`src/rtl/core/vwbp_pkg.sv`:
```
// ----------------------------------------------------------------------------
// vwbp_pkg
// Shared types and constants for the variable-width bit packer: field widths,
// command codes and the records passed to and from the shared step unit.
// ----------------------------------------------------------------------------
package vwbp_pkg;

  // Field widths
  localparam int unsigned ValueW   = 64;
  localparam int unsigned BitsW    = 7;
  localparam int unsigned IndexW   = 16;
  localparam int unsigned FreeW    = 4;

  // Largest bit count taken from one write; larger counts are clamped to it
  localparam logic [BitsW-1:0] MaxValueBits = 7'd64;

  // Bits in one output byte, as a free-bit count
  localparam logic [FreeW-1:0] ByteBits = 4'd8;

  // Capacity register value after reset
  localparam logic [IndexW-1:0] CapacityReset = 16'hFFFF;

  // Request command codes
  typedef enum logic {
    CmdWrite = 1'b0,
    CmdFlush = 1'b1
  } cmd_e;

  // Packer state seen by the step unit
  typedef struct packed {
    logic [7:0]        partial;
    logic [FreeW-1:0]  free;
    logic [BitsW-1:0]  rem;
    logic [ValueW-1:0] value;
  } step_in_t;

  // Outcome of one packing step
  typedef struct packed {
    logic              send;     // the held full byte leaves in this step
    logic              last;     // that byte is the final one of the request
    logic              done;     // all bits of the request are placed
    logic [7:0]        partial;
    logic [FreeW-1:0]  free;
    logic [BitsW-1:0]  rem;
  } step_out_t;

endpackage

```
`src/rtl/core/vwbp_if.sv`:
```
// ----------------------------------------------------------------------------
// vwbp_in_if / vwbp_out_if
// Valid/ready channels of the bit packer: request channel carrying commands
// and values, result channel carrying packed bytes with their position.
// ----------------------------------------------------------------------------
interface vwbp_in_if;
  logic                          valid;
  logic                          ready;
  logic                          command;
  logic [vwbp_pkg::ValueW-1:0]   value;
  logic [vwbp_pkg::BitsW-1:0]    value_bits;

  modport source (output valid, command, value, value_bits, input ready);
  modport sink   (input valid, command, value, value_bits, output ready);
endinterface

interface vwbp_out_if;
  logic                          valid;
  logic                          ready;
  logic [7:0]                    out_byte;
  logic [vwbp_pkg::IndexW-1:0]   byte_index;
  logic                          overflow;
  logic                          last;

  modport source (output valid, out_byte, byte_index, overflow, last, input ready);
  modport sink   (input valid, out_byte, byte_index, overflow, last, output ready);
endinterface

```
`src/rtl/core/vwbp_step_unit.sv`:
```
// ----------------------------------------------------------------------------
// vwbp_step_unit
// One packing step: sends a held full byte if there is one, then places as
// many pending value bits as fit into the partial byte via a 64-bit shifter.
// ----------------------------------------------------------------------------
module vwbp_step_unit (
  input  vwbp_pkg::step_in_t  step_i,
  output vwbp_pkg::step_out_t step_o
);

  logic                           empty;
  logic [7:0]                     p0;
  logic [vwbp_pkg::FreeW-1:0]     f0;
  logic                           fits;
  logic [vwbp_pkg::FreeW-1:0]     rem_lo;
  logic [vwbp_pkg::BitsW-1:0]     rem_left;
  logic [vwbp_pkg::ValueW-1:0]    shifted;
  logic [7:0]                     part;

  always_comb begin
    // a full byte is flushed first, leaving an empty byte to fill
    empty    = (step_i.free == '0);
    p0       = empty ? 8'd0 : step_i.partial;
    f0       = empty ? vwbp_pkg::ByteBits : step_i.free;
    fits     = ({3'd0, f0} >= step_i.rem);
    rem_lo   = step_i.rem[vwbp_pkg::FreeW-1:0];
    rem_left = step_i.rem - {3'd0, f0};

    // shared shifter: next bits of the value, MSB first
    shifted  = step_i.value >> rem_left;
    part     = step_i.value[7:0] & (8'hFF >> (vwbp_pkg::ByteBits - rem_lo));

    step_o.send = empty;
    step_o.last = (step_i.rem <= {3'd0, vwbp_pkg::ByteBits});

    if (fits) begin
      // remaining bits all fit in the current byte
      step_o.done    = 1'b1;
      step_o.partial = p0 | 8'(part << (f0 - rem_lo));
      step_o.free    = f0 - rem_lo;
      step_o.rem     = '0;
    end else begin
      // fill the free low bits, byte becomes full
      step_o.done    = 1'b0;
      step_o.partial = p0 | (shifted[7:0] & (8'hFF >> (vwbp_pkg::ByteBits - f0)));
      step_o.free    = '0;
      step_o.rem     = rem_left;
    end
  end

endmodule

```
`src/rtl/core/variable_width_bit_packer_core.sv`:
```
// Sequence: a write is accepted in the idle state, then the single shared step
//   unit runs one step per byte touched; a flush of a pending byte is accepted,
//   then the byte is sent; an empty flush or a zero-bit write is only accepted.
// A new request is taken only once the previous one is finished; result
//   stalls hold the steps and sends. Reset: asynchronous, active low; empties the partial
//   byte, zeroes the byte position and sets the capacity register to 65535.
// ----------------------------------------------------------------------------
// variable_width_bit_packer_core
// Packs values of 1 to 64 bits MSB first into a byte stream. Full bytes are
// sent lazily; a flush sends the pending byte, zero padded, and empties it.
// ----------------------------------------------------------------------------
module variable_width_bit_packer_core (
  input  logic                        clk_i,
  input  logic                        rst_ni,
  input  logic                        cfg_we_i,
  input  logic [vwbp_pkg::IndexW-1:0] cfg_wdata_i,
  vwbp_in_if.sink                     req_i,
  vwbp_out_if.source                  res_o
);

  typedef enum logic [2:0] {
    StIdle  = 3'b001,
    StWrite = 3'b010,
    StFlush = 3'b100
  } state_e;

  state_e                          state_q, state_d;
  logic [vwbp_pkg::IndexW-1:0]     cap_q;
  logic [7:0]                      partial_q, partial_d;
  logic [vwbp_pkg::FreeW-1:0]      free_q, free_d;
  logic [vwbp_pkg::IndexW-1:0]     pos_q, pos_d;
  logic [vwbp_pkg::BitsW-1:0]      rem_q, rem_d;
  logic [vwbp_pkg::ValueW-1:0]     value_q, value_d;

  logic                            res_valid_q, res_valid_d;
  logic [7:0]                      res_byte_q, res_byte_d;
  logic [vwbp_pkg::IndexW-1:0]     res_index_q, res_index_d;
  logic                            res_ovf_q, res_ovf_d;
  logic                            res_last_q, res_last_d;

  logic                            req_fire;
  logic                            res_slot;
  logic [vwbp_pkg::BitsW-1:0]      bits_clamped;
  vwbp_pkg::step_in_t              step_in;
  vwbp_pkg::step_out_t             step_out;

  // shared packing step
  assign step_in = '{partial: partial_q, free: free_q, rem: rem_q, value: value_q};

  vwbp_step_unit u_step (
    .step_i (step_in),
    .step_o (step_out)
  );

  assign req_i.ready = (state_q == StIdle);
  assign req_fire    = req_i.valid && req_i.ready;
  // output register can take a byte this cycle
  assign res_slot    = !res_valid_q || res_o.ready;

  assign bits_clamped = (req_i.value_bits > vwbp_pkg::MaxValueBits) ?
                        vwbp_pkg::MaxValueBits : req_i.value_bits;

  // sequencer
  always_comb begin
    state_d     = state_q;
    partial_d   = partial_q;
    free_d      = free_q;
    pos_d       = pos_q;
    rem_d       = rem_q;
    value_d     = value_q;
    res_valid_d = res_valid_q && !res_o.ready;
    res_byte_d  = res_byte_q;
    res_index_d = res_index_q;
    res_ovf_d   = res_ovf_q;
    res_last_d  = res_last_q;

    unique case (state_q)
      StIdle: begin
        if (req_fire) begin
          if (req_i.command == vwbp_pkg::CmdFlush) begin
            if (free_q < vwbp_pkg::ByteBits) begin
              state_d = StFlush;
            end
          end else if (req_i.value_bits != '0) begin
            value_d = req_i.value;
            rem_d   = bits_clamped;
            state_d = StWrite;
          end
        end
      end
      StFlush: begin
        if (res_slot) begin
          res_valid_d = 1'b1;
          res_byte_d  = partial_q;
          res_index_d = pos_q;
          res_ovf_d   = (pos_q >= cap_q);
          res_last_d  = 1'b1;
          pos_d       = pos_q + 16'd1;
          partial_d   = '0;
          free_d      = vwbp_pkg::ByteBits;
          state_d     = StIdle;
        end
      end
      StWrite: begin
        // hold the step while a byte must leave and the output is occupied
        if (!step_out.send || res_slot) begin
          if (step_out.send) begin
            res_valid_d = 1'b1;
            res_byte_d  = partial_q;
            res_index_d = pos_q;
            res_ovf_d   = (pos_q >= cap_q);
            res_last_d  = step_out.last;
            pos_d       = pos_q + 16'd1;
          end
          partial_d = step_out.partial;
          free_d    = step_out.free;
          rem_d     = step_out.rem;
          if (step_out.done) begin
            state_d = StIdle;
          end
        end
      end
      default: begin
        state_d = StIdle;
      end
    endcase
  end

  // control state
  always_ff @(posedge clk_i or negedge rst_ni) begin
    if (!rst_ni) begin
      state_q     <= StIdle;
      cap_q       <= vwbp_pkg::CapacityReset;
      partial_q   <= '0;
      free_q      <= vwbp_pkg::ByteBits;
      pos_q       <= '0;
      rem_q       <= '0;
      res_valid_q <= 1'b0;
    end else begin
      state_q     <= state_d;
      partial_q   <= partial_d;
      free_q      <= free_d;
      pos_q       <= pos_d;
      rem_q       <= rem_d;
      res_valid_q <= res_valid_d;
      if (cfg_we_i) begin
        cap_q <= cfg_wdata_i;
      end
    end
  end

  // payload registers
  always_ff @(posedge clk_i) begin
    value_q     <= value_d;
    res_byte_q  <= res_byte_d;
    res_index_q <= res_index_d;
    res_ovf_q   <= res_ovf_d;
    res_last_q  <= res_last_d;
  end

  assign res_o.valid      = res_valid_q;
  assign res_o.out_byte   = res_byte_q;
  assign res_o.byte_index = res_index_q;
  assign res_o.overflow   = res_ovf_q;
  assign res_o.last       = res_last_q;

endmodule

```
`src/flat_wrapper.sv`:
```
// flat-port wrapper written by rule: the top's interface ports become plain ports
module variable_width_bit_packer_core_flat 
  (clk_i, rst_ni, cfg_we_i, cfg_wdata_i, req_i_valid, req_i_command, req_i_value, req_i_value_bits, req_i_ready, res_o_valid, res_o_out_byte, res_o_byte_index, res_o_overflow, res_o_last, res_o_ready);
  vwbp_in_if req_i_i ();
  vwbp_out_if res_o_i ();
  input  logic clk_i;
  input  logic rst_ni;
  input  logic cfg_we_i;
  input  logic [vwbp_pkg::IndexW-1:0] cfg_wdata_i;
  input wire logic [$bits(req_i_i.valid)-1:0] req_i_valid;
  input wire logic [$bits(req_i_i.command)-1:0] req_i_command;
  input wire logic [$bits(req_i_i.value)-1:0] req_i_value;
  input wire logic [$bits(req_i_i.value_bits)-1:0] req_i_value_bits;
  output wire logic [$bits(req_i_i.ready)-1:0] req_i_ready;
  output wire logic [$bits(res_o_i.valid)-1:0] res_o_valid;
  output wire logic [$bits(res_o_i.out_byte)-1:0] res_o_out_byte;
  output wire logic [$bits(res_o_i.byte_index)-1:0] res_o_byte_index;
  output wire logic [$bits(res_o_i.overflow)-1:0] res_o_overflow;
  output wire logic [$bits(res_o_i.last)-1:0] res_o_last;
  input wire logic [$bits(res_o_i.ready)-1:0] res_o_ready;
  assign req_i_i.valid = req_i_valid;
  assign req_i_i.command = req_i_command;
  assign req_i_i.value = req_i_value;
  assign req_i_i.value_bits = req_i_value_bits;
  assign req_i_ready = req_i_i.ready;
  assign res_o_valid = res_o_i.valid;
  assign res_o_out_byte = res_o_i.out_byte;
  assign res_o_byte_index = res_o_i.byte_index;
  assign res_o_overflow = res_o_i.overflow;
  assign res_o_last = res_o_i.last;
  assign res_o_i.ready = res_o_ready;
  variable_width_bit_packer_core u_core (.clk_i(clk_i), .rst_ni(rst_ni), .cfg_we_i(cfg_we_i), .cfg_wdata_i(cfg_wdata_i), .req_i(req_i_i), .res_o(res_o_i));
endmodule
```
`config.mk`:
```
export PLATFORM = sky130hd
export DESIGN_NAME = variable_width_bit_packer_core_flat
export DESIGN_NICKNAME = d
export VERILOG_FILES = /design/src/rtl/core/vwbp_pkg.sv /design/src/rtl/core/vwbp_if.sv /design/src/rtl/core/vwbp_step_unit.sv /design/src/rtl/core/variable_width_bit_packer_core.sv /design/src/flat_wrapper.sv
export SDC_FILE = /design/constraint.sdc
export NUM_CORES = 1
export LEC_CHECK = 0
export BUFFER_PORTS_ARGS = -buffer_cell sky130_fd_sc_hd__buf_4
export CAP_MARGIN = 40
export CORE_UTILIZATION = 59
export DETAILED_ROUTE_END_ITERATION = 12
export PLACE_DENSITY = 0.93
export REMOVE_ABC_BUFFERS = 1
export SETUP_SLACK_MARGIN = 0.2
export SKIP_CTS_REPAIR_TIMING = 1
export SLEW_MARGIN = 30
export SYNTH_ARGS = -nofsm -noshare
export SYNTH_HDL_FRONTEND = slang
export SYNTH_SLANG_ARGS = --single-unit
```
`constraint.sdc`:
```
create_clock -name clk_i -period 8.3 [get_ports clk_i]
set_input_delay 0.415 -clock clk_i [delete_from_list [all_inputs] [get_ports clk_i]]
set_output_delay 0.415 -clock clk_i [all_outputs]
set_load 0.01 [all_outputs]
```
Word-level counts from Yosys, hierarchy flattened
Index checks and enable logic that the tools add are counted.

Add/sub/neg operators: 5. Multipliers: 0. Divide/modulo/power cells: 0. Magnitude comparators: 5. Equal/unequal tests: 12. Shift-type cells: 4. Muxes and demuxes: 47. Bitwise logic cells: 5. Reduce and logical (&&, ||, !) cells: 16.

Operators with widths (number): $mux W16 (6); $pmux W16 S2 (2); $shr A64 B7 Y8 (1); $mux W8 (6); $mux W7 (5); $pmux W8 S2 (2); $mux W3 (7); $mux W20 (1); $add A16 B1 Y16 const B (1); $and A8 B8 Y8 (2); $ge A16 B16 Y1 (1); $or A8 B8 Y8 (2); $shr A8 B4 Y8 const A (2); $pmux W7 S2 (1); $mux W4 (3); $mux W1 (9); $pmux W3 S3 (1); $ne A2 B2 Y1 const B (4); $pmux W4 S2 (1); $reduce_and A4 Y1 (2); $shl A8 B4 Y8 (1); $sub A4 B4 Y4 const A (2); $ge A4 B7 Y1 (1); $gt A7 B7 Y1 const B (1); other kinds (20) (30).

Flip-flop bits (word level): 145. Latch bits: 0. Bits in writable memories: 0. Bits in read-only memories: 0. Bits of input ports: 93. Output and inout bits: 28. Logic and storage cells: 106. Memories: 0.

Longest topological paths before layout
Word-level depth: 10. Gate-level depth with buffers: 15. Mapped depth without buffers: 13.

Hierarchy
A second synthesis with hierarchy kept.

Cell total of the unflattened synthesis: 845. Area total of the unflattened synthesis: 9334.0 um2.

Modules (own cells, without submodules): variable_width_bit_packer_core (instances 1, cells an instance 357, area each 5556.6 um2, seq. area each 4101.4 um2); vwbp_step_unit (instances 1, cells an instance 488, area each 3777.4 um2, seq. area each 0.0 um2).

Worst setup path before layout
No wires, ideal clock.

Path type: flip-flop to flip-flop. From: register u_core.state_q[0]. To: register u_core.value_q[0] (netlist bit) (enable). Setup time: 0.567 ns. Arrival: 5.743 ns. Required time: 7.733 ns. Setup slack: 1.990 ns. Cell stages (with the launch flop): 5. Buffers on the path: 1. Period minus slack after synthesis: 6.310 ns. Cell sequence: dfstp_2 clkbuf_1 nor3b_1 nand2_1 nor3_1.

Word-level cells in the longest chain between the ends: 3.

Ends and longest elaborated chain: start: declaration (line variable_width_bit_packer_core.sv:27) `state_e state_q, state_d;`; start signal: assignment (line variable_width_bit_packer_core.sv:132) `state_q <= StIdle;`; start signal: assignment (line variable_width_bit_packer_core.sv:140) `state_q <= state_d;`; $eq A3 B1 Y1 (*) (line variable_width_bit_packer_core.sv:55) `assign req_i.ready = (state_q == StIdle);`; named net req_i_ready (line flat_wrapper.sv:14) `output wire logic [$bits(req_i_i.ready)-1:0] req_i_ready;`; $logic_and A1 B1 Y1 (line variable_width_bit_packer_core.sv:56) `assign req_fire = req_i.valid && req_i.ready;`; $reduce_and A4 Y1 (no line) (*); end signal: assignment (line variable_width_bit_packer_core.sv:154) `value_q <= value_d;`; end: declaration (line variable_width_bit_packer_core.sv:33) `logic [vwbp_pkg::ValueW-1:0] value_q, value_d;`.

Mark *: on every way through the listed nets, which the timed path passes. The rest lies on a longest branch. A chain may end at the register's enable or synchronous reset.

Final worst setup path
From: register u_core.free_q[0] (netlist bit). To: register u_core.partial_q[2].

Word-level cells in the longest chain between the ends: 9. Elaborated cells between the ends (all ways): 20. Those cells by class: add/sub: 3; order compare: 1; eq/ne: 1; shift: 3; mux: 5; bitwise: 3; reduce/logical: 4.

Ends and longest elaborated chain: start: declaration (line variable_width_bit_packer_core.sv:30) `logic [vwbp_pkg::FreeW-1:0] free_q, free_d;`; start signal: assignment (line variable_width_bit_packer_core.sv:135) `free_q <= vwbp_pkg::ByteBits;`; start signal: assignment (line variable_width_bit_packer_core.sv:142) `free_q <= free_d;`; $logic_not A4 Y1 (line vwbp_step_unit.sv:22) `empty = (step_i.free == '0);`; $mux W4 (line vwbp_step_unit.sv:24) `f0 = empty ? vwbp_pkg::ByteBits : step_i.free;`; $sub A7 B4 Y7 or $sub A4 B4 Y4 (tied branches) (line vwbp_step_unit.sv:27, vwbp_step_unit.sv:45); $shr A64 B7 Y8 or $shr A8 B4 Y8 (tied branches) (line vwbp_step_unit.sv:30, vwbp_step_unit.sv:45); $and A8 B8 Y8 (line vwbp_step_unit.sv:45) `step_o.partial = p0 | (shifted[7:0] & (8'hFF >> (vwbp_pkg::ByteBits - f0)));`; $or A8 B8 Y8 (line vwbp_step_unit.sv:45); $mux W20 (line vwbp_step_unit.sv:36) `if (fits) begin`; $mux W8 (line variable_width_bit_packer_core.sv:106) `if (!step_out.send || res_slot) begin`; $pmux W8 S2 (line variable_width_bit_packer_core.sv:77) `unique case (state_q)`; end signal: assignment (line variable_width_bit_packer_core.sv:141) `partial_q <= partial_d;`; end: declaration (line variable_width_bit_packer_core.sv:29) `logic [7:0] partial_q, partial_d;`.

Several ways; a longest one is shown, not always the timed one. The select of a mux whose other input is x is not followed.

==> results.md <==
| Result | Value |
| --- | --- |
| Area share of the leading cell type in the synthesized netlist | 0.305 |
| Proportion of layout cells with a drive suffix above 1 | 0.304 |
| Core utilization of the finished layout | 0.721 |
| Number of warnings issued by yosys | 0 |
| Cell family contributing the most delay on the critical path | adder cells |
| CTS tree | yes |
| PortBufs | 120 |
| Fin worst setup slack | 3.80 ns |
| Buffers and inverters on the worst path | 3 |
| NetSw | 2.16 mW |
| Worst endpoint data arrival time | 4.82 ns |
| Area of all sequential standard cells | 4100 um^2 |
| GR Util All Layers | 0.276 |
| EDFF count, synth | 90 |
| Sequential fraction of design power | 0.192 |
| Overall die area | 15500 um^2 |
| Comb power frac | 0.658 |
| Area of the multi-input gates | 4450 um^2 |
| First-pass GRT wire length | 33.2 mm |
| Clock tree root buffer cell | sky130_fd_sc_hd__clkbuf_16 |
| Wirelength, routed | 20.4 mm |
| Crit path depth | 12 |
| Drt first pass iters | 5 |
| Via count normalized by instance count | 6.35 |
| Total number of clock tree sinks | 145 |
| DRC violations left | 0 |
| Leading register cell type out of synthesis | sky130_fd_sc_hd__edfxtp_1 |
| Number of filler cells placed in the layout | 946 |
| Worst hold margin | 0.0416 ns |
| Worst Setup SP | u_core.free_q[0] |
| Synth cell count leaders | sky130_fd_sc_hd__edfxtp_1, sky130_fd_sc_hd__mux2i_1, sky130_fd_sc_hd__nand2_1, sky130_fd_sc_hd__mux4_2, sky130_fd_sc_hd__o21ai_0 |
| Critical Path Slowest Stage Cell | sky130_fd_sc_hd__fa_4 |
| Initial antenna violation count | 0 |
| Antenna-violating nets left | 0 |
| Die width | 125 um |
| Post-Place Worst Slack | 3.82 ns |
| Max Fclk | 222 MHz |
| Critical register-to-register path endpoint | u_core.partial_q[2] |
| Vias in the first global route | 6480 |
| Site row count | 44 |
| Critical path cell sequence | inv_1 > ha_1 > or3b_1 > nand2_1 > fa_4 > buf_4 > buf_16 > mux4_2 > mux4_1 > o311ai_0 > a21oi_1 > a21o_1 |
| Clock H-tree levels | 4 |
| Layout net count | 949 |
| Number of maximum-capacitance violations | 0 |
| Iter 0 DRT Violations | 631 |
| Unrepaired setup endpoints after global routing | no |
| Via count of the routed design | 6456 |
| Power share of the clock group | 0.150 |
| Worst R2R Start | u_core.free_q[0] |
| Run status | finished, final reports clean |
| Setup crit start kind | register |
| Largest net degree at the start of global routing | 66 |
| Total congestion overflow after global routing | 0 |
| Area contributors post-synth | sky130_fd_sc_hd__edfxtp_1, sky130_fd_sc_hd__mux4_2, sky130_fd_sc_hd__dfrtp_1 |
| Largest area contributor in the synthesized netlist | sky130_fd_sc_hd__edfxtp_1 |
| Count of mapped cells out of synthesis | 711 |
| Layout overhead on the synthesized area | 18.7% |
| VDD IR-drop max | 0.345 mV |
| Number of distinct library cells after synthesis | 59 |
| Most common cell in the synthesized netlist | sky130_fd_sc_hd__edfxtp_1 |
| Final worst clock skew | 0.0123 ns |
| Diode insertion count for antenna repair | 0 |
| Core Area | 14600 um^2 |
| Seq/Total Area, Yosys | 0.463 |
| Initial Utilization | 0.608 |
| Delay of the slowest critical-path stage | 0.81 ns |
| # setup viols final | 0 |
| Register clock-pin slew on the reported worst setup and hold paths | 0.06 ns |
| Maximum net fanout on the critical path | 47 |
| Netlist area before placement | 8870 um^2 |
| R2r setup slk | 3.80 ns |
| Required time of the critical path | 8.62 ns |
| #FFs+latches synth | 145 |
| Final hold violation count | 0 |
| Maximum root-to-sink buffer count | 2 |
| Proportion of synthesized flip-flops having asynchronous set or reset | 0.379 |
| I/O Pins | 121 |
| Internal power summed over all cells | 2.96 mW |
| Critical path class | register to register |
| Total clock buffers created by CTS | 17 |
| GP Congestion | 0.901 |
| Aggregate negative setup slack | 0 ns |
| LEAKAGE | 4.34 nW |
| Worst slew margin | 0.456 |
| Endpoint kind of the worst setup timing path | register |
| Number of cells on the worst reg-to-reg path | 12 |
| Min-delay worst type | input pin to async pin |
| HPWL after DPL | 14.6 mm |
| Switching part of the total | 0.421 |
| Final Cycle Share | 0.542 |
| Mean cell area of the mapped netlist | 12.5 um^2 |
| Post-route minimum period | 4.50 ns |
| Cell area power density | 486 nW/um^2 |
| Endpoint of the most critical setup path | u_core.partial_q[2] |
| Wire length per cell after detailed routing | 20.0 um |
| Worst-margin pin slew | 0.816 ns |
| Overall die height | 125 um |
| Worst-skew pair later-pin latency | 0.43 ns |
| Max-slew violation count | 0 |
[worst min path at each step]
stage	start	endpoint	slack, ns	depth (start not counted)
after CTS	rst_ni	u_core.rem_q[6]	0.05	1
after floorplan	rst_ni	u_core.free_q[0]	0.12	0
after detailed placement	u_core.partial_q[6]	u_core.res_o.out_byte[6]	0.45	0
after global routing	rst_ni	u_core.rem_q[5]	0.09	1
after global placement	u_core.partial_q[6]	u_core.res_o.out_byte[6]	0.44	0
final	rst_ni	u_core.rem_q[6]	0.04	1
[metal layers]
layer,vias to the layer above,share of wire,track usage
met5,-,0,0
met4,0,0.031,0.127
met3,61,0.071,0.0576
met2,336,0.50,0.466
met1,3121,0.40,0.341
li1,2938,-,-
[worst register-to-register path, stage by stage (launching register included)]
cell,delay (ns)
sky130_fd_sc_hd__dfrtp_1,0.47
sky130_fd_sc_hd__inv_1,0.12
sky130_fd_sc_hd__ha_1,0.25
sky130_fd_sc_hd__or3b_1,0.23
sky130_fd_sc_hd__nand2_1,0.14
sky130_fd_sc_hd__fa_4,0.81
sky130_fd_sc_hd__buf_4,0.38
sky130_fd_sc_hd__buf_16,0.32
sky130_fd_sc_hd__mux4_2,0.58
sky130_fd_sc_hd__mux4_1,0.49
sky130_fd_sc_hd__o311ai_0,0.32
sky130_fd_sc_hd__a21oi_1,0.08
sky130_fd_sc_hd__a21o_1,0.19
[cells by family after synthesis]
| logic type | Yosys count | synth area share |
|---|---|---|
| AOI/OAI and AO/OA | 131 | 0.0955 |
| xor gates and xnor gates | 24 | 0.0258 |
| adders and majority gates | 36 | 0.0525 |
| buffers and inverters | 74 | 0.0402 |
| DFF | 145 | 0.463 |
| muxes | 129 | 0.227 |
| and+or+nand+nor | 172 | 0.0965 |
[state kept, by name (all words and copies together), names as in the netlist]
| register | count |
|---|---|
| u_core.value_q | 64 |
| u_core.cap_q | 16 |
| u_core.pos_q | 16 |
| u_core.res_o.byte_index | 16 |
| u_core.partial_q | 8 |
| u_core.res_o.out_byte | 8 |
| u_core.rem_q | 7 |
| u_core.free_q | 4 |
| u_core.state_q | 3 |
| u_core.res_o.last | 1 |
| u_core.res_o.overflow | 1 |
| u_core.res_o.valid | 1 |
[stage by stage]
| step | instance area, um^2 | std cells | power, mW |
|---|---|---|---|
| 2_1_floorplan | 8650 | 673 | 3.57 |
| 3_3_place_gp | 9850 | 982 | 4.12 |
| 3_5_place_dp | 9930 | 985 | 4.28 |
| 4_1_cts | 10500 | 1017 | 5.08 |
| 5_1_grt | 10500 | 1017 | 5.38 |
| 6_report | 10500 | 1017 | 5.12 |
[area by class of cell]
class | count | share of cell area
Inverter | 36 | 0.0130
Timing Repair Buffer | 128 | 0.0958
Tap cell | 184 | 0.0219
Clock inverter | 12 | 0.0113
Multi-Input combinational cell | 492 | 0.423
Clock buffer | 20 | 0.0455
Sequential cell | 145 | 0.390
[power groups by stage]
stage | Clock (mW) | Sequential, mW | Combinational, mW
after floorplan | 0 | 0.967 | 2.60
after global placement | 0 | 0.984 | 3.13
after detailed placement | 0 | 0.992 | 3.28
after CTS | 0.779 | 0.979 | 3.32
after global routing | 0.808 | 0.992 | 3.58
final | 0.767 | 0.981 | 3.37
[cells in the final DEF, fill, tap and decap left out, types with 10 or more instances in the layout]
master,count
sky130_fd_sc_hd__nor2b_1,11
sky130_fd_sc_hd__ha_1,33
sky130_fd_sc_hd__nand4_1,13
sky130_fd_sc_hd__mux4_2,54
sky130_fd_sc_hd__xnor2_1,16
sky130_fd_sc_hd__buf_4,125
sky130_fd_sc_hd__dfrtp_1,37
sky130_fd_sc_hd__clkbuf_16,19
sky130_fd_sc_hd__inv_1,35
sky130_fd_sc_hd__dfstp_2,18
sky130_fd_sc_hd__nand2b_1,11
sky130_fd_sc_hd__a21o_1,10
sky130_fd_sc_hd__nand2_1,63
sky130_fd_sc_hd__mux2i_1,63
sky130_fd_sc_hd__edfxtp_1,90
sky130_fd_sc_hd__nor2_1,28
sky130_fd_sc_hd__a21oi_1,23
sky130_fd_sc_hd__o21ai_0,39
sky130_fd_sc_hd__mux2_2,10
Power figures use the tool's default switching activity.
